[src/rtl/core/hcrp_pkg.sv]
// shared types, codes and header field tables of the hvcC record parser
package hcrp_pkg;

  localparam int unsigned HdrBytes = 23;
  localparam logic [4:0] HdrLastIdx = 5'(HdrBytes - 1);
  localparam logic [1:0] ClassDrop = 2'd3;

  typedef enum logic [2:0] {
    PH_HEADER  = 3'd0,
    PH_ATYPE   = 3'd1,
    PH_CNT_HI  = 3'd2,
    PH_CNT_LO  = 3'd3,
    PH_LEN_HI  = 3'd4,
    PH_LEN_LO  = 3'd5,
    PH_PAYLOAD = 3'd6,
    PH_DONE    = 3'd7
  } phase_e;

  typedef enum logic [1:0] {
    KIND_FIELD       = 2'd0,
    KIND_UNIT_BYTE   = 2'd1,
    KIND_EMPTY_UNIT  = 2'd2,
    KIND_STATUS      = 2'd3
  } kind_e;

  // header fields that complete on one header byte
  typedef struct packed {
    logic [2:0] cnt;
    logic [3:0] first;
  } hdr_layout_t;

  // everything one input word produces, expanded later one result at a time
  typedef struct packed {
    kind_e       main_kind;
    logic [2:0]  main_cnt;
    logic [3:0]  first_id;
    logic [31:0] data;
    logic [1:0]  unit_type;
    logic        unit_first;
    logic        unit_last;
    logic        has_status;
    logic        record_ok;
  } run_t;

  function automatic hdr_layout_t hdr_layout(input logic [4:0] idx);
    hdr_layout_t l;
    l = '0;
    case (idx)
      5'd0:  l = '{cnt: 3'd1, first: 4'd0};
      5'd1:  l = '{cnt: 3'd3, first: 4'd1};
      5'd5:  l = '{cnt: 3'd1, first: 4'd4};
      5'd12: l = '{cnt: 3'd1, first: 4'd5};
      5'd14: l = '{cnt: 3'd1, first: 4'd6};
      5'd15: l = '{cnt: 3'd1, first: 4'd7};
      5'd16: l = '{cnt: 3'd1, first: 4'd8};
      5'd17: l = '{cnt: 3'd1, first: 4'd9};
      5'd18: l = '{cnt: 3'd1, first: 4'd10};
      5'd20: l = '{cnt: 3'd1, first: 4'd11};
      5'd21: l = '{cnt: 3'd4, first: 4'd12};
      default: l = '0;
    endcase
    return l;
  endfunction

  // acc holds the latest header bytes, up to four, the newest in the low byte
  function automatic logic [31:0] field_value(input logic [3:0] id, input logic [31:0] acc);
    logic [31:0] v;
    v = '0;
    case (id)
      4'd0:  v = {24'd0, acc[7:0]};
      4'd1:  v = {30'd0, acc[7:6]};
      4'd2:  v = {31'd0, acc[5]};
      4'd3:  v = {27'd0, acc[4:0]};
      4'd4:  v = acc;
      4'd5:  v = {24'd0, acc[7:0]};
      4'd6:  v = {20'd0, acc[11:0]};
      4'd7:  v = {30'd0, acc[1:0]};
      4'd8:  v = {30'd0, acc[1:0]};
      4'd9:  v = {29'd0, acc[2:0]};
      4'd10: v = {29'd0, acc[2:0]};
      4'd11: v = {16'd0, acc[15:0]};
      4'd12: v = {30'd0, acc[7:6]};
      4'd13: v = {29'd0, acc[5:3]};
      4'd14: v = {31'd0, acc[2]};
      default: v = {30'd0, acc[1:0]};
    endcase
    return v;
  endfunction

endpackage

[src/rtl/core/hcrp_if.sv]
// stream interfaces for record words in and parse results out
interface hcrp_in_if;
  logic       valid;
  logic       ready;
  logic [7:0] data_byte;
  logic       last_byte;

  modport source (output valid, output data_byte, output last_byte, input ready);
  modport sink (input valid, input data_byte, input last_byte, output ready);
endinterface

interface hcrp_out_if;
  logic        valid;
  logic        ready;
  logic [1:0]  result_kind;
  logic [3:0]  field_id;
  logic [31:0] field_value;
  logic [1:0]  unit_type;
  logic [7:0]  unit_byte;
  logic        unit_first;
  logic        unit_last;
  logic        record_ok;
  logic        last_of_run;

  modport source (output valid, output result_kind, output field_id, output field_value,
                  output unit_type, output unit_byte, output unit_first, output unit_last,
                  output record_ok, output last_of_run, input ready);
  modport sink (input valid, input result_kind, input field_id, input field_value,
                input unit_type, input unit_byte, input unit_first, input unit_last,
                input record_ok, input last_of_run, output ready);
endinterface

[src/rtl/core/hcrp_parser.sv]
// parse state machine: walks header and arrays, describes the results of each word
module hcrp_parser (
  input  logic             clk_i,
  input  logic             rst_ni,
  input  logic             accept_i,
  input  logic [7:0]       data_byte_i,
  input  logic             last_byte_i,
  output hcrp_pkg::run_t   run_o
);

  hcrp_pkg::phase_e phase_q, phase_d;
  logic [4:0]  idx_q, idx_d;
  logic [31:0] acc_q, acc_d;
  logic [7:0]  arrays_q, arrays_d;
  logic [15:0] units_q, units_d;
  logic [15:0] bytes_q, bytes_d;
  logic [1:0]  class_q, class_d;

  logic [31:0] acc_sh;
  logic [7:0]  arrays_dec;
  logic [15:0] units_dec;
  logic [15:0] cnt_full;
  logic [15:0] len_full;
  logic [5:0]  ntype;
  hcrp_pkg::phase_e arr_close_phase;
  hcrp_pkg::phase_e unit_close_phase;
  hcrp_pkg::hdr_layout_t lay;
  hcrp_pkg::run_t run;

  always_ff @(posedge clk_i or negedge rst_ni) begin
    if (!rst_ni) begin
      phase_q  <= hcrp_pkg::PH_HEADER;
      idx_q    <= '0;
      acc_q    <= '0;
      arrays_q <= '0;
      units_q  <= '0;
      bytes_q  <= '0;
      class_q  <= '0;
    end else if (accept_i) begin
      phase_q  <= phase_d;
      idx_q    <= idx_d;
      acc_q    <= acc_d;
      arrays_q <= arrays_d;
      units_q  <= units_d;
      bytes_q  <= bytes_d;
      class_q  <= class_d;
    end
  end

  always_comb begin
    acc_sh     = {acc_q[23:0], data_byte_i};
    arrays_dec = arrays_q - 8'd1;
    units_dec  = units_q - 16'd1;
    cnt_full   = {units_q[15:8], data_byte_i};
    len_full   = {bytes_q[15:8], data_byte_i};
    ntype      = data_byte_i[5:0];
    lay        = hcrp_pkg::hdr_layout(idx_q);
    arr_close_phase  = (arrays_dec != 8'd0) ? hcrp_pkg::PH_ATYPE : hcrp_pkg::PH_DONE;
    unit_close_phase = (units_dec != 16'd0) ? hcrp_pkg::PH_LEN_HI : arr_close_phase;

    phase_d  = phase_q;
    idx_d    = idx_q;
    acc_d    = acc_q;
    arrays_d = arrays_q;
    units_d  = units_q;
    bytes_d  = bytes_q;
    class_d  = class_q;
    run      = '0;

    unique case (phase_q)
      hcrp_pkg::PH_HEADER: begin
        run.main_kind = hcrp_pkg::KIND_FIELD;
        run.main_cnt  = lay.cnt;
        run.first_id  = lay.first;
        run.data      = acc_sh;
        acc_d         = acc_sh;
        idx_d         = idx_q + 5'd1;
        if (idx_q >= hcrp_pkg::HdrLastIdx) begin
          arrays_d = data_byte_i;
          phase_d  = (data_byte_i != 8'd0) ? hcrp_pkg::PH_ATYPE : hcrp_pkg::PH_DONE;
          acc_d    = '0;
        end
      end
      hcrp_pkg::PH_ATYPE: begin
        class_d = (ntype >= 6'd32 && ntype <= 6'd34) ? ntype[1:0] : hcrp_pkg::ClassDrop;
        phase_d = hcrp_pkg::PH_CNT_HI;
      end
      hcrp_pkg::PH_CNT_HI: begin
        units_d = {data_byte_i, 8'h00};
        phase_d = hcrp_pkg::PH_CNT_LO;
      end
      hcrp_pkg::PH_CNT_LO: begin
        units_d = cnt_full;
        if (cnt_full == 16'd0) begin
          arrays_d = arrays_dec;
          phase_d  = arr_close_phase;
        end else begin
          phase_d = hcrp_pkg::PH_LEN_HI;
        end
      end
      hcrp_pkg::PH_LEN_HI: begin
        bytes_d = {data_byte_i, 8'h00};
        phase_d = hcrp_pkg::PH_LEN_LO;
      end
      hcrp_pkg::PH_LEN_LO: begin
        bytes_d = len_full;
        if (len_full == 16'd0) begin
          if (class_q != hcrp_pkg::ClassDrop) begin
            run.main_kind = hcrp_pkg::KIND_EMPTY_UNIT;
            run.main_cnt  = 3'd1;
            run.unit_type = class_q;
          end
          units_d = units_dec;
          if (units_dec == 16'd0) arrays_d = arrays_dec;
          phase_d = unit_close_phase;
        end else begin
          acc_d   = 32'd1;
          phase_d = hcrp_pkg::PH_PAYLOAD;
        end
      end
      hcrp_pkg::PH_PAYLOAD: begin
        if (class_q != hcrp_pkg::ClassDrop) begin
          run.main_kind  = hcrp_pkg::KIND_UNIT_BYTE;
          run.main_cnt   = 3'd1;
          run.unit_type  = class_q;
          run.data       = {24'd0, data_byte_i};
          run.unit_first = acc_q[0];
          run.unit_last  = (bytes_q == 16'd1);
        end
        acc_d   = '0;
        bytes_d = bytes_q - 16'd1;
        if (bytes_q == 16'd1) begin
          units_d = units_dec;
          if (units_dec == 16'd0) arrays_d = arrays_dec;
          phase_d = unit_close_phase;
        end
      end
      hcrp_pkg::PH_DONE: begin
        // trailing words are ignored
      end
      default: begin
        phase_d = hcrp_pkg::PH_HEADER;
      end
    endcase

    // end of record: report and start over
    if (last_byte_i) begin
      run.has_status = 1'b1;
      run.record_ok  = (phase_d == hcrp_pkg::PH_DONE);
      phase_d  = hcrp_pkg::PH_HEADER;
      idx_d    = '0;
      acc_d    = '0;
      arrays_d = '0;
      units_d  = '0;
      bytes_d  = '0;
      class_d  = '0;
    end
  end

  assign run_o = run;

endmodule

[src/rtl/core/hcrp_serializer.sv]
// result register: holds one word's run of results and hands them out in order
module hcrp_serializer (
  input  logic             clk_i,
  input  logic             rst_ni,
  input  logic             load_i,
  input  hcrp_pkg::run_t   run_i,
  output logic             can_load_o,
  hcrp_out_if.source       out_o
);

  hcrp_pkg::run_t run_q;
  logic       valid_q;
  logic [2:0] pos_q;
  logic [2:0] total;
  logic       at_last;
  logic       in_main;
  logic       take;
  logic [3:0] fid;

  assign total   = run_q.main_cnt + {2'b00, run_q.has_status};
  assign at_last = (pos_q == total - 3'd1);
  assign in_main = (pos_q < run_q.main_cnt);
  assign take    = valid_q && out_o.ready;
  assign fid     = run_q.first_id + {1'b0, pos_q};

  // a new word may enter while the final result of the current run leaves
  assign can_load_o = !valid_q || (take && at_last);

  always_ff @(posedge clk_i or negedge rst_ni) begin
    if (!rst_ni) begin
      valid_q <= 1'b0;
      pos_q   <= '0;
    end else if (can_load_o) begin
      valid_q <= load_i;
      pos_q   <= '0;
    end else if (take) begin
      pos_q <= pos_q + 3'd1;
    end
  end

  always_ff @(posedge clk_i) begin
    if (load_i && can_load_o) run_q <= run_i;
  end

  always_comb begin
    out_o.valid       = valid_q;
    out_o.result_kind = hcrp_pkg::KIND_STATUS;
    out_o.field_id    = '0;
    out_o.field_value = '0;
    out_o.unit_type   = '0;
    out_o.unit_byte   = '0;
    out_o.unit_first  = 1'b0;
    out_o.unit_last   = 1'b0;
    out_o.record_ok   = 1'b0;
    out_o.last_of_run = at_last;
    if (in_main) begin
      out_o.result_kind = run_q.main_kind;
      case (run_q.main_kind)
        hcrp_pkg::KIND_FIELD: begin
          out_o.field_id    = fid;
          out_o.field_value = hcrp_pkg::field_value(fid, run_q.data);
        end
        hcrp_pkg::KIND_UNIT_BYTE: begin
          out_o.unit_type  = run_q.unit_type;
          out_o.unit_byte  = run_q.data[7:0];
          out_o.unit_first = run_q.unit_first;
          out_o.unit_last  = run_q.unit_last;
        end
        default: begin
          out_o.unit_type = run_q.unit_type;
        end
      endcase
    end else begin
      out_o.record_ok = run_q.record_ok;
    end
  end

endmodule

[src/rtl/core/hevc_config_record_parser.sv]
// top level of the hvcC record parser: parse state machine and result register
// Takes an HEVC decoder configuration record one word (byte) per cycle while the
// result register has room and returns header fields, tagged VPS/SPS/PPS payload
// bytes, empty-unit marks and a final status word. The parse state advances in the
// same cycle a word is accepted and its results go to a result register that hands
// them out one per cycle while the receiver is ready. A word causes 0 to 5 results
// (more than one only on header bytes 1 and 21 and on the word marked last);
// payload streams through at one word per cycle when the output does not stall,
// and the next word is taken in the cycle the final result of the current one
// leaves. last_of_run marks the final result of each word. A word marked last
// also returns the parser to its reset state, so the next word opens a new record.
module hevc_config_record_parser (
  input  logic       clk_i,
  input  logic       rst_ni,
  hcrp_in_if.sink    in_i,
  hcrp_out_if.source out_o
);

  hcrp_pkg::run_t run;
  logic can_load;
  logic accept;
  logic has_items;

  assign in_i.ready = can_load;
  assign accept     = in_i.valid && can_load;
  assign has_items  = (run.main_cnt != 3'd0) || run.has_status;

  hcrp_parser u_parser (
    .clk_i       (clk_i),
    .rst_ni      (rst_ni),
    .accept_i    (accept),
    .data_byte_i (in_i.data_byte),
    .last_byte_i (in_i.last_byte),
    .run_o       (run)
  );

  hcrp_serializer u_serializer (
    .clk_i      (clk_i),
    .rst_ni     (rst_ni),
    .load_i     (accept && has_items),
    .run_i      (run),
    .can_load_o (can_load),
    .out_o      (out_o)
  );

endmodule

[src/flat_wrapper.sv]
// flat-port wrapper written by rule: the top's interface ports become plain ports
module hevc_config_record_parser_flat 
  (clk_i, rst_ni, in_i_valid, in_i_data_byte, in_i_last_byte, in_i_ready, out_o_valid, out_o_result_kind, out_o_field_id, out_o_field_value, out_o_unit_type, out_o_unit_byte, out_o_unit_first, out_o_unit_last, out_o_record_ok, out_o_last_of_run, out_o_ready);
  hcrp_in_if in_i_i ();
  hcrp_out_if out_o_i ();
  input  logic clk_i;
  input  logic rst_ni;
  input wire logic [$bits(in_i_i.valid)-1:0] in_i_valid;
  input wire logic [$bits(in_i_i.data_byte)-1:0] in_i_data_byte;
  input wire logic [$bits(in_i_i.last_byte)-1:0] in_i_last_byte;
  output wire logic [$bits(in_i_i.ready)-1:0] in_i_ready;
  output wire logic [$bits(out_o_i.valid)-1:0] out_o_valid;
  output wire logic [$bits(out_o_i.result_kind)-1:0] out_o_result_kind;
  output wire logic [$bits(out_o_i.field_id)-1:0] out_o_field_id;
  output wire logic [$bits(out_o_i.field_value)-1:0] out_o_field_value;
  output wire logic [$bits(out_o_i.unit_type)-1:0] out_o_unit_type;
  output wire logic [$bits(out_o_i.unit_byte)-1:0] out_o_unit_byte;
  output wire logic [$bits(out_o_i.unit_first)-1:0] out_o_unit_first;
  output wire logic [$bits(out_o_i.unit_last)-1:0] out_o_unit_last;
  output wire logic [$bits(out_o_i.record_ok)-1:0] out_o_record_ok;
  output wire logic [$bits(out_o_i.last_of_run)-1:0] out_o_last_of_run;
  input wire logic [$bits(out_o_i.ready)-1:0] out_o_ready;
  assign in_i_i.valid = in_i_valid;
  assign in_i_i.data_byte = in_i_data_byte;
  assign in_i_i.last_byte = in_i_last_byte;
  assign in_i_ready = in_i_i.ready;
  assign out_o_valid = out_o_i.valid;
  assign out_o_result_kind = out_o_i.result_kind;
  assign out_o_field_id = out_o_i.field_id;
  assign out_o_field_value = out_o_i.field_value;
  assign out_o_unit_type = out_o_i.unit_type;
  assign out_o_unit_byte = out_o_i.unit_byte;
  assign out_o_unit_first = out_o_i.unit_first;
  assign out_o_unit_last = out_o_i.unit_last;
  assign out_o_record_ok = out_o_i.record_ok;
  assign out_o_last_of_run = out_o_i.last_of_run;
  assign out_o_i.ready = out_o_ready;
  hevc_config_record_parser u_core (.clk_i(clk_i), .rst_ni(rst_ni), .in_i(in_i_i), .out_o(out_o_i));
endmodule
[config.mk]
export PLATFORM = sky130hd
export DESIGN_NAME = hevc_config_record_parser_flat
export DESIGN_NICKNAME = d
export VERILOG_FILES = /design/src/rtl/core/hcrp_pkg.sv /design/src/rtl/core/hcrp_if.sv /design/src/rtl/core/hcrp_parser.sv /design/src/rtl/core/hcrp_serializer.sv /design/src/rtl/core/hevc_config_record_parser.sv /design/src/flat_wrapper.sv
export SDC_FILE = /design/constraint.sdc
export NUM_CORES = 1
export LEC_CHECK = 0
export BUFFER_PORTS_ARGS = -buffer_cell sky130_fd_sc_hd__buf_2
export CORE_MARGIN = 5
export CORE_UTILIZATION = 57
export CTS_BUF_LIST = sky130_fd_sc_hd__clkbuf_16
export DETAILED_ROUTE_END_ITERATION = 6
export PLACE_DENSITY = 0.77
export RECOVER_POWER = 25
export SKIP_LAST_GASP = 1
export SLEW_MARGIN = 15
export SYNTH_ARGS = -nofsm -noshare
export SYNTH_HDL_FRONTEND = slang
export SYNTH_SLANG_ARGS = --single-unit
[constraint.sdc]
create_clock -name clk_i -period 10.28 [get_ports clk_i]
set_input_delay 2.056 -clock clk_i [delete_from_list [all_inputs] [get_ports clk_i]]
set_output_delay 2.056 -clock clk_i [all_outputs]
set_load 0.02 [all_outputs]
; Word level (Yosys, flattened, before mapping)
; Memory sizes are Yosys's and may differ from the RTL's.
; Cells that the tools add are included.
[word_totals]
ff_bits = 125
romBits = 224
out_inout_bits = 54
word_cells = 161
memories = 1
[op_classes]
add_sub_neg = 8
order_cmp = 4
eq_ne = 30
mux = 58
n_reduce_logical = 40
[mem_list]
columns = name, words, width, read_ports, rd_ports_with_merged_regs, write_ports, line_no
row1 = (name not given), 32, 7, 1, 0, 0, hcrp_pkg.sv:48  ; case (idx)
[op_table]
columns = operator, n
row1 = 32-bit case mux with 10 select lines, 1
row2 = 24-bit two-way mux, 3
row3 = 24-bit case mux with 3 select lines, 1
row4 = 16-bit two-way mux, 4
row5 = 32-bit two-way mux, 2
row6 = 8-bit two-way mux, 8
row7 = 16-bit case mux with 4 select lines, 1
row8 = 32-bit case mux with 2 select lines, 1
row9 = 16-bit zero test, 3
row10 = 16-bit case mux with 3 select lines, 1
row11 = 8-bit case mux with 4 select lines, 1
row12 = "16-bit by 1-bit subtractor with 16-bit output, second input constant", 2
row13 = 3-bit two-way mux, 10
row14 = "4-bit equality test, second input constant", 6
row15 = 3-bit case mux with 7 select lines, 1
row16 = 5-bit two-way mux, 4
row17 = 2-bit two-way mux, 9
row18 = "16-bit by 1-bit equality test with 1-bit output, second input constant", 1
row19 = 16-bit nonzero test, 1
row20 = 8-bit nonzero test, 2
row21 = "3-bit inequality test, second input constant", 5
row22 = 5-bit case mux with 3 select lines, 1
row23 = "3-bit equality test, second input constant", 4
row24 = "4-bit by 3-bit equality test with 1-bit output, second input constant", 3
row25 = 37 further kinds, 65

; Logic depth before layout (Yosys ltp)
; Gate-level depths: netlist of run 1.
[depth]
depth_word = 11
depth_mapped = 11
ltp_nobuf = 10

; Modules after synthesis
; A second synthesis of run 1 with hierarchy kept.
[unflattened]
hier_cells = 886
area_unflattened_um2 = 7791.2
[by_module_without_submodules]
columns = module, n_inst, cells_per_inst, area_per_inst_um2
row1 = hcrp_parser, 1, 668, 5159.9
row2 = hcrp_serializer, 1, 216, 2613.8
row3 = hevc_config_record_parser, 1, 2, 17.5

; Least setup slack after synthesis of run 1
; No wires, ideal clock.
[synth_timing]
kind = input-to-reg
from = input port in_i_data_byte[5]
to = register u_core.u_serializer.run_q[0] in the netlist's numbering, enable pin
setup_ns = 0.452
arrival_ns = 5.307
path_slack_ns = 4.521
path_stages = 8
n_path_buf = 1
cell_sequence = buf_2 or4_4 nor3_2 nand3_1 nand2_1 a22o_1 nor4_1 nor2_1
[synth_lines]
columns = item, line_no
row1 = from (decl), flat_wrapper.sv:9  ; input wire logic [$bits(in_i_i.data_byte)-1:0] in_i_data_byte;
row2 = to (signal assigned), hcrp_serializer.sv:42  ; if (load_i && can_load_o) run_q <= run_i;
row3 = to (decl), hcrp_serializer.sv:11  ; hcrp_pkg::run_t run_q;

==> summary.txt, run 1 <==
Timing
  • RSZ-0062 raised after global routing: no
  • WHS: approximately 0.47 ns
  • Final Skew: 0.007664 ns
  • Final hold vios: 0
  • Crit path time final: approximately 5.6 ns
  • Worst slew pin tran: around 4.3 ns
  • Setup_tns: 0 ns
  • Setup violators final: 0
  • Achievable Freq: 0.1789 GHz
  • Slew Viols, Final: about 130
  • Tcrit/Tclk final: between 50% and 60%
  • Slew HR: -186.6%

Pwr
  • PD cells: 282.6 nW/um^2
  • Leakage Power: between 3 and 4 nW
  • Worst vdd ir: approximately 0.00012 V

Drt
  • ANT nets after route: 0
  • DR vias: just under 7000
  • Final WL: around 19000 um
  • Via density: between 6 and 7
  • First-pass iteration count of the detailed router: 6
  • DR DRC count: 0
  • 1st-iter DRT viols: between 600 and 700
  • Final routed wire length divided by cell count: 17.31 um

Global route
  • Number of global-route vias before repair: 6187
  • Initial antenna violation count: 0
  • All-Layer GR Usage: between 20% and 30%
  • Largest net degree at the start of global routing: 79
  • First-pass GRT wire length: roughly 31000 um
  • Global route overflow: 0

Clock tree
  • PostCTS Resize Cnt: 0
  • CTS tree: yes
  • Worst-skew pair later-pin latency: around 0.42 ns
  • Num Clock Sinks: between 100 and 150
  • Setup bufs post-CTS: 0
  • Clk slew on worst S/H paths: approximately 0.060 ns
  • CTS buffer count: 17
  • Clk buf depth: 2
  • H-tree depth: 4
  • Root Buffer: clkbuf_16
  • Hold-fix buffers, CTS: 0

Logic synthesis
  • Synth Flop Type: dfrtp_1
  • Cell Area, Synth: around 7700 um^2
  • Fraction of registers with async set/reset: slightly above 60%
  • Avg Inst Size Synth: roughly 8.7 um^2
  • Yosys warning total: 0
  • Number of library cell types mapped by synthesis: between 70 and 80
  • Syn_nets: between 900 and 1000
  • Sequential share of the synthesized area: 43.95%
  • Seq cells post-synth: 125
  • Mapped Cells: roughly 900
  • Number of synthesized flops with an enable pin: 47

Run
  • MaxCap Viol Count: 2

Setup path
  • Crit Path Class: in2async
  • Startpoint types: input port
  • Crit-path cells: clkbuf_1
  • Reg-to-reg critical path endpoint: u_core.u_serializer.run_q[0]
  • Slowest stage delay, CP: 2.96 ns
  • Top delay family on crit path: buffers and inverters
  • Setup crit end kind: async pin
  • R2R setup slack: roughly 6.6 ns
  • CP Buf/Inv Count: 1
  • Reg-to-Reg Start: u_core.u_parser.units_q[0]
  • CP Data Arrival Time: 5.11 ns
  • Worst Path Required: between 9 and 10 ns
  • Reg2Reg Depth: 9
  • Worst-path fanout max: 78
  • Slowest cell on the critical path: clkbuf_1

Layout
  • Leading cell type in the layout, fill and taps excluded: nand2_1
  • Fillers: between 1000 and 1500
  • Register area: 3363 um^2
  • Area delta synth->final: 13.49%
  • ANT cells: 0
  • Multi-input gate area: 3969 um^2
  • Fin cells: between 1000 and 1500
  • Fin nets: approximately 960
  • Layout cells sized above 1: 13.17%
  • Most frequent cells in the layout: nand2_1 (101), o21ai_0 (87), nor2_1 (86)
  • Post-route design area: around 8700 um^2

Floorplanning
  • Core area: about 13000 um^2
  • Num rows: 42
  • Vert. Die Dim: 125.9 um
  • Die Area: around 16000 um^2
  • Initial core utilization: a little under 60%
  • I/O Pins: 67
  • Die W: between 100 and 150 um

Place
  • Final GP Congestion: between 0.9 and 1
  • IO Port Bufs: 66
  • Post-DP HPWL: 12560 um
  • Placed cell area: 8110 um^2
  • DP Cell Count: 1079

Worst hold path
  • Worst min path class: reg2reg
  • WHS Endpoint: u_core.u_parser.acc_q[22]
  • HP Start: u_core.u_parser.acc_q[22]
  • WHS Path Cells: 2

Run status
  • Violated checks: capacitance limit, slew limit
  • Status: finished with violations
-- metal layers --
metal,track usage [%],vias to the layer above,routed length [um]
li1,-,3237,-
met1,33.10,3196,8203
met2,38.64,307,9128
met3,5.546,39,1503
met4,8.517,0,380
met5,0,-,0
-- how the worst max path moves through the flow --
stage | from | endpoint | slack [ns] | cells after the start
2_1_floorplan | in_i_data_byte[5] | u_core.u_serializer.run_q[0] | 4.52 | 8
3_3_place_gp | out_o_ready | in_i_ready | 5.31 | 4
3_5_place_dp | u_core.u_serializer.pos_q[0] | out_o_field_value[21] | 5.15 | 7
4_1_cts | u_core.u_serializer.pos_q[1] | out_o_field_value[21] | 4.68 | 8
5_1_grt | rst_ni | u_core.u_parser.acc_q[11] | 3.75 | 1
6_report | rst_ni | u_core.u_parser.acc_q[20] | 4.69 | 1
-- state kept, by name (all words and copies together) (netlist names) --
signal / count
u_core.u_parser.bytes_q: 16
u_core.u_parser.phase_q: 3
u_core.u_serializer.pos_q: 3
u_core.u_serializer.run_q: 47
u_core.u_serializer.out_o.valid: 1
u_core.u_parser.acc_q: 24
u_core.u_parser.arrays_q: 8
u_core.u_parser.idx_q: 5
u_core.u_parser.class_q: 2
u_core.u_parser.units_q: 16
-- metrics by stage --
step                      setup slack [ns]  utilization, %  power, mW
final                                4.689           65.84      2.454
after global routing                 3.749           65.84      2.621
after CTS                            4.684           65.91      2.454
after detailed placement             5.153           61.49      1.840
after global placement               5.308           61.49      1.818
after floorplan                      4.521               -      1.574
-- cells in the mapped netlist, types with 14 or more instances --
library cell	count	share of area, %
and2_1	63	5.2
nor2_1	87	4.3
ha_1	19	3.1
a21oi_1	56	3.7
nand2_1	101	5.0
clkbuf_1	39	1.9
edfxtp_1	47	18
inv_1	40	2.0
o21ai_0	88	5.8
nor3_1	28	1.8
nor2b_1	15	1.2
o31ai_1	14	1.4
dfrtp_1	78	26
-- logic make-up after synthesis --
group | Yosys count | share of synthesized area, %
buffers and inverters | 90 | 4.594
adder cells (fa/ha/maj) | 21 | 3.499
AND/OR/NAND/NOR | 371 | 24.72
multiplexers | 5 | 0.6867
XOR/XNOR | 17 | 2.142
AO/OA/AOI/OAI | 247 | 20.41
flip-flops | 125 | 43.95
-- area by class of cell --
cell class / count / area share (%)
multi-input cells: 661 / 45.70
flip-flops and latches: 125 / 38.73
clock buffers: 17 / 4.898
repair buffers: 76 / 4.553
well taps: 176 / 2.536
clock inverters: 14 / 1.815
inverters: 41 / 1.772
-- where the power goes --
group	switching (mW)	internal, mW	total, mW
clock	0.236	0.360	0.596
sequential	0.157	0.717	0.874
combinational	0.631	0.353	0.984
(Power assumes the default switching activity.)
==> inputs of run 2 (changes only) <==
--- a/config.mk
+++ b/config.mk
@@ -7,7 +7,7 @@
 export LEC_CHECK = 0
 export BUFFER_PORTS_ARGS = -buffer_cell sky130_fd_sc_hd__buf_2
 export CORE_MARGIN = 5
-export CORE_UTILIZATION = 57
+export CORE_UTILIZATION = 55
 export CTS_BUF_LIST = sky130_fd_sc_hd__clkbuf_16
 export DETAILED_ROUTE_END_ITERATION = 6
 export PLACE_DENSITY = 0.77
==> constraint.sdc (replaced) <==
create_clock -name clk_i -period 5 [get_ports clk_i]
set_input_delay 1 -clock clk_i [delete_from_list [all_inputs] [get_ports clk_i]]
set_output_delay 1 -clock clk_i [all_outputs]
set_load 0.02 [all_outputs]
==> run 2 against run 1 <==
Effect of this change: the flow still finishes with violations (capacitance limit, slew limit); non-clock buffer count up 4; flip-flop and latch count unchanged; register-to-register slack worse by 5.0 ns; sequential share of layout area down 0.11 points.
==> summary.txt, run 2 (same netlist as run 1, synthesis figures left out) <==
Clock tree
  • H-tree depth: 4 (unchanged)
  • CTS tree: yes (unchanged)
  • Hold-fix buffers, CTS: 0 (unchanged)
  • PostCTS Resize Cnt: 0 (unchanged)
  • Setup bufs post-CTS: 0 (unchanged)
  • Clk buf depth: 2 (unchanged)
  • CTS buffer count: 17 (unchanged)
  • Root Buffer: clkbuf_16 (unchanged)
  • Worst-skew pair later-pin latency: 0.42 ns (about the same)
  • Num Clock Sinks: 125 (unchanged)
  • Clk slew on worst S/H paths: 0.06 ns (about the same)

Setup path
  • R2R setup slack: 1.62 ns (was 6.58 ns)
  • Reg-to-Reg Start: u_core.u_parser.units_q[0] (unchanged)
  • Reg-to-reg critical path endpoint: u_core.u_serializer.run_q[0] (unchanged)
  • Worst Setup EP: out_o_field_value[7] (was u_core.u_parser.acc_q[20])
  • Crit Path Class: reg2out (was in2async)
  • CP Data Arrival Time: 3.04 ns (was 5.11 ns)
  • Worst Path Required: 4.00 ns (was 9.80 ns)
  • Reg2Reg Depth: 9 (unchanged)
  • Setup crit start: u_core.u_serializer.pos_q[0] (was rst_ni)
  • Setup crit end kind: primary output (was async pin)
  • Startpoint types: flop (was input port)
  • Worst-path fanout max: 9 (was 78)

Layout
  • Leading cell type in the layout, fill and taps excluded: nand2_1 (unchanged)
  • ANT cells: 0 (unchanged)
  • Max reg flops: 47 (unchanged)
  • Most frequent cells in the layout: nand2_1 (101), o21ai_0 (87), nor2_1 (86) (unchanged)
  • Fin cells: 1119 (was 1110)
  • Registers with the most flip-flops: u_core.u_serializer.run_q x47, u_core.u_parser.acc_q x24 (unchanged)
  • Layout cells sized above 1: 13.84% (was 13.17%)
  • Area delta synth->final: 13.80% (was 13.49%)
  • Fin nets: 959 (was 955)
  • Most flops, register: u_core.u_serializer.run_q (unchanged)

Timing
  • Setup_tns: 0 ns (unchanged)
  • Final Skew: 0.01052 ns (was 0.007664 ns)
  • Setup violators final: 0 (unchanged)
  • Final hold vios: 0 (unchanged)
  • Slew Viols, Final: 84 (was 129)
  • Tcrit/Tclk final: between 80% and 90%
  • Worst slew pin tran: 2.729 ns (was 4.299 ns)
  • RSZ-0062 raised after global routing: no (unchanged)
  • Slew HR: -81.95% (was -186.6%)
  • Achievable Freq: ~0.25 GHz
  • Crit path time final: slightly above 4 ns

Drt
  • Final routed wire length divided by cell count: 16.62 um (was 17.31 um)
  • DR vias: 6675 (was 6779)
  • Final WL: 18600 um (was 19220 um)
  • ANT nets after route: 0 (unchanged)
  • 1st-iter DRT viols: 637 (was 689)
  • DR DRC count: 0 (unchanged)
  • Via density: 5.965 (was 6.107)
  • First-pass iteration count of the detailed router: 6 (unchanged)

Pwr
  • Leakage Power: 3.656 nW (was 3.609 nW)
  • Worst vdd ir: 0.0003472 V (was 0.0001213 V)
  • PD cells: 572.2 nW/um^2 (was 282.6 nW/um^2)

Floorplanning
  • Core area: 13770 um^2 (was 13190 um^2)
  • Initial core utilization: 55.56% (was 58.02%)
  • Die Area: 16370 um^2 (was 15840 um^2)
  • Vert. Die Dim: 128.0 um (was 125.9 um)
  • Num rows: 43 (was 42)
  • Die W: 128.0 um (was 125.9 um)
  • I/O Pins: 67 (unchanged)

Place
  • IO Port Bufs: 66 (unchanged)
  • DP Cell Count: 1087 (was 1079)
  • Final GP Congestion: 0.9631 (was 0.9374)
  • Post-DP HPWL: 12730 um (was 12560 um)

Run
  • MaxCap Viol Count: 2 (unchanged)

Global route
  • First-pass GRT wire length: 30910 um (was 31470 um)
  • Largest net degree at the start of global routing: 50 (was 79)
  • Number of global-route vias before repair: 6147 (was 6187)
  • All-Layer GR Usage: 23.39% (was 24.32%)
  • Initial antenna violation count: 0 (unchanged)
  • Global route overflow: 0 (unchanged)

Run status
  • Violated checks: capacitance limit, slew limit (unchanged)
  • Status: finished with violations (unchanged)

Worst hold path
  • HP Start: u_core.u_parser.acc_q[20] (was u_core.u_parser.acc_q[22])
  • Worst min path class: reg2reg (unchanged)
## run 2: cell count changes in the layout (fill, tap and decap cells not counted), moves of 2 or more
cell	delta
and2_1	+15
clkinvlp_4	-4
clkinv_4	+3
clkbuf_1	-2
buf_4	+4
and2_0	-15
## run 2: metrics by stage
step | util [%] | hold slack (ns) | total power, mW | setup slack [ns] | cell area (um^2)
after CTS | 63.30 | 0.4798 | 4.985 | 0.9626 | 8718
after detailed placement | 59.14 | 0.4637 | 3.785 | 1.392 | 8145
after floorplan | - | 0.4418 | 3.235 | 0.2972 | 7652
after global placement | 59.14 | 0.4547 | 3.753 | 1.460 | 8145
after global routing | 63.23 | 0.5107 | 5.343 | 0.7567 | 8708
final | 63.23 | 0.4725 | 4.983 | 0.9572 | 8708
## run 2: worst max-delay path, cell delays in order, from the launching register on
cell and delay, ns:
dfrtp_1 0.44, ha_1 0.24, fa_1 0.43, xnor2_1 0.56, a21oi_1 0.16, a21oi_1 0.14, nor2_1 0.07, o21ai_0 0.33
nor2_1 0.08, buf_2 0.17
## run 2: layout make-up
class                      instances  area [um^2]
fill                            1147         5065
multi-input combinational        661         3965
sequential                       125         3363
timing repair buffer              80        427.9
clock buffer                      17        425.4
tap                              180        225.2
inverter                          41        153.9
clock inverter                    15        147.6
## run 2: power by group
part / total (mW) / internal, mW / switching, mW
clock: 1.18 / 0.698 / 0.484
sequential: 1.80 / 1.47 / 0.322
combinational: 2.00 / 0.743 / 1.26
total: 4.98 / 2.91 / 2.07
## run 2: worst min path at each step
stage,end,slack [ns],cells past startpoint
floorplan,u_core.u_parser.acc_q[16],0.44,2
global placement,u_core.u_parser.acc_q[23],0.45,2
detailed placement,u_core.u_parser.acc_q[23],0.46,2
CTS,u_core.u_parser.acc_q[20],0.48,2
global route,u_core.u_parser.acc_q[19],0.51,2
finish,u_core.u_parser.acc_q[20],0.47,2
## run 2: per-layer routing
metal / routed length (um) / up-vias / track usage [%]
met5: 0 / - / 0
met4: 362 / 0 / 8.739
met3: 1556 / 40 / 5.042
met2: 8481 / 288 / 35.18
met1: 8203 / 3094 / 33.37
li1: - / 3253 / -
==> inputs of run 3 (changes only) <==
--- a/config.mk
+++ b/config.mk
@@ -5,9 +5,10 @@
 export SDC_FILE = /design/constraint.sdc
 export NUM_CORES = 1
 export LEC_CHECK = 0
+export ABC_AREA = 1
 export BUFFER_PORTS_ARGS = -buffer_cell sky130_fd_sc_hd__buf_2
 export CORE_MARGIN = 5
-export CORE_UTILIZATION = 55
+export CORE_UTILIZATION = 57
 export CTS_BUF_LIST = sky130_fd_sc_hd__clkbuf_16
 export DETAILED_ROUTE_END_ITERATION = 6
 export PLACE_DENSITY = 0.77
==> constraint.sdc (replaced) <==
create_clock -name clk_i -period 4.1 [get_ports clk_i]
set_input_delay 0.82 -clock clk_i [delete_from_list [all_inputs] [get_ports clk_i]]
set_output_delay 0.82 -clock clk_i [all_outputs]
set_load 0.02 [all_outputs]
==> run 3 against run 2 <==
Effect of this change: the flow still finishes with violations (capacitance limit, slew limit); core utilization grew 2.3 points; critical path depth is 3 higher; clock power increased by 26%; worst setup slack got worse by 0.72 ns; clock skew about the same; combinational power increased by 46%; first-iteration DRC count is 0.47% lower; sequential power rose by 13%; largest power group unchanged; die area rose by 0.91%.
==> summary.txt, run 3 <==
Layout
  • Area delta synth->final: 13.12% (was 13.80%)
  • Most flops, register: u_core.u_serializer.run_q (unchanged)
  • Max reg flops: 47 (unchanged)
  • Layout cells sized above 1: 19.15% (was 13.84%)
  • Leading cell type in the layout, fill and taps excluded: nand2_1 (unchanged)
  • ANT cells: 0 (unchanged)
  • Fin nets: 1122 (was 959)
  • Post-Route Utilization: 65.52% (was 63.23%)
  • Registers with the most flip-flops: u_core.u_serializer.run_q x47, u_core.u_parser.acc_q x24 (unchanged)
  • Most frequent cells in the layout: nand2_1 (209), inv_1 (145), nor2_1 (130) (was nand2_1 (101), o21ai_0 (87), nor2_1 (86))

Logic synthesis
  • Synth Flop Type: dfrtp_1 (unchanged)
  • Yosys warning total: 0 (unchanged)
  • Syn_nets: 1055 (was 909)
  • Number of library cell types mapped by synthesis: 53 (was 76)
  • Most common cell in the netlist: nand2_1 (unchanged)
  • Synth top area cells: dfrtp_1 (24%), edfxtp_1 (18%), nand2_1 (9.8%), inv_1 (6.8%), nor2_1 (6.2%) (was dfrtp_1 (26%), edfxtp_1 (18%), o21ai_0 (5.8%), and2_1 (5.2%), nand2_1 (5.0%))
  • Number of synthesized flops with an enable pin: 47 (unchanged)
  • Fraction of registers with async set/reset: 62.40% (unchanged)
  • Avg Inst Size Synth: 7.837 um^2 (was 8.736 um^2)
  • Sequential share of the synthesized area: 41.99% (was 43.95%)
  • Mapped Cells: 1022 (was 876)
  • Cell taking the most area after synthesis: dfrtp_1 (unchanged)
  • Top-area cell type share of the netlist area: 24.37% (was 25.51%)
  • Seq cells post-synth: 125 (unchanged)
  • Synth cell count leaders: nand2_1 (209), inv_1 (145), nor2_1 (133) (was nand2_1 (101), o21ai_0 (88), nor2_1 (87))
  • Cell Area, Synth: 8009 um^2 (was 7652 um^2)

Setup path
  • Slowest cell on the critical path: dfrtp_1 (was xnor2_1)
  • Slowest stage delay, CP: 0.42 ns (was 0.56 ns)
  • Worst-path fanout max: 15 (was 9)
  • Startpoint types: flop (unchanged)
  • CP Data Arrival Time: 3.05 ns (was 3.04 ns)
  • Setup crit end kind: primary output (unchanged)
  • Critical path depth: 12 (was 9)
  • Reg2Reg Depth: 12 (was 9)
  • Top delay family on crit path: simple AND/OR/NAND/NOR gates (was adder cells)
  • Crit Path Class: reg2out (unchanged)
  • Crit-path cells: ha_1 > fa_1 > or2_2 > nand2_1 > inv_1 > nor2_2 > nand2_1 > o21ai_0 > nor2_2 > clkinv_2 > o22ai_1 > buf_2 (was ha_1 > fa_1 > xnor2_1 > a21oi_1 > a21oi_1 > nor2_1 > o21ai_0 > nor2_1 > buf_2)
  • CP Buf/Inv Count: 3 (was 1)
  • Worst Path Required: 3.28 ns (was 4.00 ns)

Pwr
  • Leakage Power: 4.224 nW (was 3.656 nW)
  • Worst vdd ir: 0.0004230 V (was 0.0003472 V)
  • Pwr Total: 6.443 mW (was 4.983 mW)
  • PD cells: 711.1 nW/um^2 (was 572.2 nW/um^2)

Drt
  • DR DRC count: 0 (unchanged)
  • First-pass iteration count of the detailed router: 5 (was 6)
  • DR vias: 6919 (was 6675)
  • Final routed wire length divided by cell count: 14.68 um (was 16.62 um)
  • Via density: 5.397 (was 5.965)
  • 1st-iter DRT viols: 634 (was 637)
  • ANT nets after route: 0 (unchanged)
  • Final WL: 18810 um (was 18600 um)

Global route
  • Largest net degree at the start of global routing: 79 (was 50)
  • Global route overflow: 0 (unchanged)
  • Initial antenna violation count: 0 (unchanged)
  • First-pass GRT wire length: 31500 um (was 30910 um)
  • All-Layer GR Usage: 23.87% (was 23.39%)
  • Number of global-route vias before repair: 6346 (was 6147)

Timing
  • Slew HR: -35.27% (was -81.95%)
  • Setup violators final: 0 (unchanged)
  • Crit path time final: just under 4 ns
  • Achievable Freq: about 0.26 GHz
  • Slew Viols, Final: 79 (was 84)
  • RSZ-0062 raised after global routing: yes (was no)
  • Final hold vios: 0 (unchanged)
  • Tcrit/Tclk final: a little over nine tenths
  • Worst slew pin tran: 2.029 ns (was 2.729 ns)
  • Final Skew: 0.01055 ns (was 0.01052 ns)

Floorplanning
  • I/O Pins: 67 (unchanged)
  • Vert. Die Dim: 128.5 um (was 128.0 um)
  • Num rows: 43 (unchanged)
  • Die Area: 16520 um^2 (was 16370 um^2)
  • Die W: 128.5 um (was 128.0 um)
  • Core area: 13830 um^2 (was 13770 um^2)
  • Initial core utilization: 57.92% (was 55.56%)

Run status
  • Violated checks: capacitance limit, slew limit (unchanged)
  • Status: finished with violations (unchanged)

Run
  • MaxCap Viol Count: 1 (was 2)

Clock tree
  • Num Clock Sinks: 125 (unchanged)
  • CTS tree: yes (unchanged)
  • Hold-fix buffers, CTS: 0 (unchanged)
  • H-tree depth: 4 (unchanged)
  • Clk slew on worst S/H paths: 0.06 ns (about the same)
  • Clk buf depth: 2 (unchanged)
  • CTS buffer count: 17 (unchanged)
  • Worst-skew pair later-pin latency: 0.43 ns (was 0.42 ns)
  • Root Buffer: clkbuf_16 (unchanged)
  • Setup bufs post-CTS: 0 (unchanged)

Worst hold path
  • WHS Path Cells: 2 (unchanged)
  • Worst min path class: reg2reg (unchanged)

Place
  • Final GP Congestion: 0.9251 (was 0.9631)
  • IO Port Bufs: 66 (unchanged)
  • Post-DP HPWL: 13600 um (was 12730 um)
run 3: cell types whose count changed in the layout (fill, tap and decap cells not counted), moves of 13 or more:
cell,before,now
a21oi_1,56,24
nor2_1,86,130
nand3_1,9,61
o21ai_1,0,13
nand2_1,101,209
nand3_2,0,17
nor2b_1,15,0
inv_2,0,14
o21ai_0,87,61
and2_1,63,0
inv_1,40,145
o21ai_2,1,29
run 3: kinds of logic after synthesis:
family | count (synthesis) | synth area share [%]
compound gates | 170 | 13.44
buf+inv | 187 | 9.826
fa+ha+maj | 20 | 3.218
xor+xnor | 10 | 1.094
flops | 125 | 41.99
simple gates | 510 | 30.43
run 3: through the flow:
step	setup WS [ns]	TNS [ns]	cells	hold slack [ns]	area, um^2
6_report	0.2346	0	1282	0.5101	9060
5_1_grt	-0.03835	-0.07361	1282	0.5408	9060
3_5_place_dp	0.4336	0	1249	0.5018	8452
4_1_cts	0.1084	0	1281	0.5177	9051
3_3_place_gp	0.6337	0	1249	0.4845	8452
2_1_floorplan	0.8747	0	1022	0.4634	8009
run 3: where the power goes:
part	leakage [nW]	total (mW)	internal (mW)	switching (mW)
logic	2.49	2.93	0.932	1.99
clock network	0.290	1.49	0.865	0.623
registers	1.44	2.03	1.74	0.292
total	4.22	6.44	3.53	2.91
run 3: path summary, 6_finish.rpt:
kind	start	end	slack [ns]
worst max-delay path	u_core.u_serializer.pos_q[0]	out_o_field_value[1]	0.23
worst min-delay path	u_core.u_parser.acc_q[5]	u_core.u_parser.acc_q[13]	0.51
min in group asynchronous	rst_ni	u_core.u_parser.class_q[1]	0.98
worst min register to register	u_core.u_parser.acc_q[5]	u_core.u_parser.acc_q[13]	0.51
worst max register to register	u_core.u_parser.phase_q[2]	u_core.u_serializer.run_q[14]	1.31
max in group asynchronous	rst_ni	u_core.u_parser.acc_q[2]	1.93
run 3: routing by layer:
metal  global-route usage, %  routed length, um  share of wire, %  vias to the layer above
met5                       0                  0                 0                        -
met4                   8.894                424               2.3                        0
met3                   4.483               1158               6.2                       36
met2                   37.63               8632                46                      206
met1                   33.04               8599                46                     3196
li1                        -                  -                 -                     3481
run 3: layout make-up:
cell class | count | area [um^2]
inverters | 164 | 631.9
well taps | 180 | 225.2
clock buffers | 17 | 425.4
repair inverters | 1 | 5.005
fillers | 1158 | 4767
flip-flops and latches | 125 | 3363
multi-input cells | 710 | 3866
repair buffers | 70 | 371.6
clock inverters | 15 | 171.4
run 3: tightest hold or removal path: stages (launching register included):
cell     delay, ns
dfrtp_1       0.35
nand3_2       0.08
o21ai_2       0.05
run 3: timing repair:
item	4_1_cts	5_1_grt
gates resized for setup	1	3
endpoints found under the setup margin	1	31
cloned	0	1
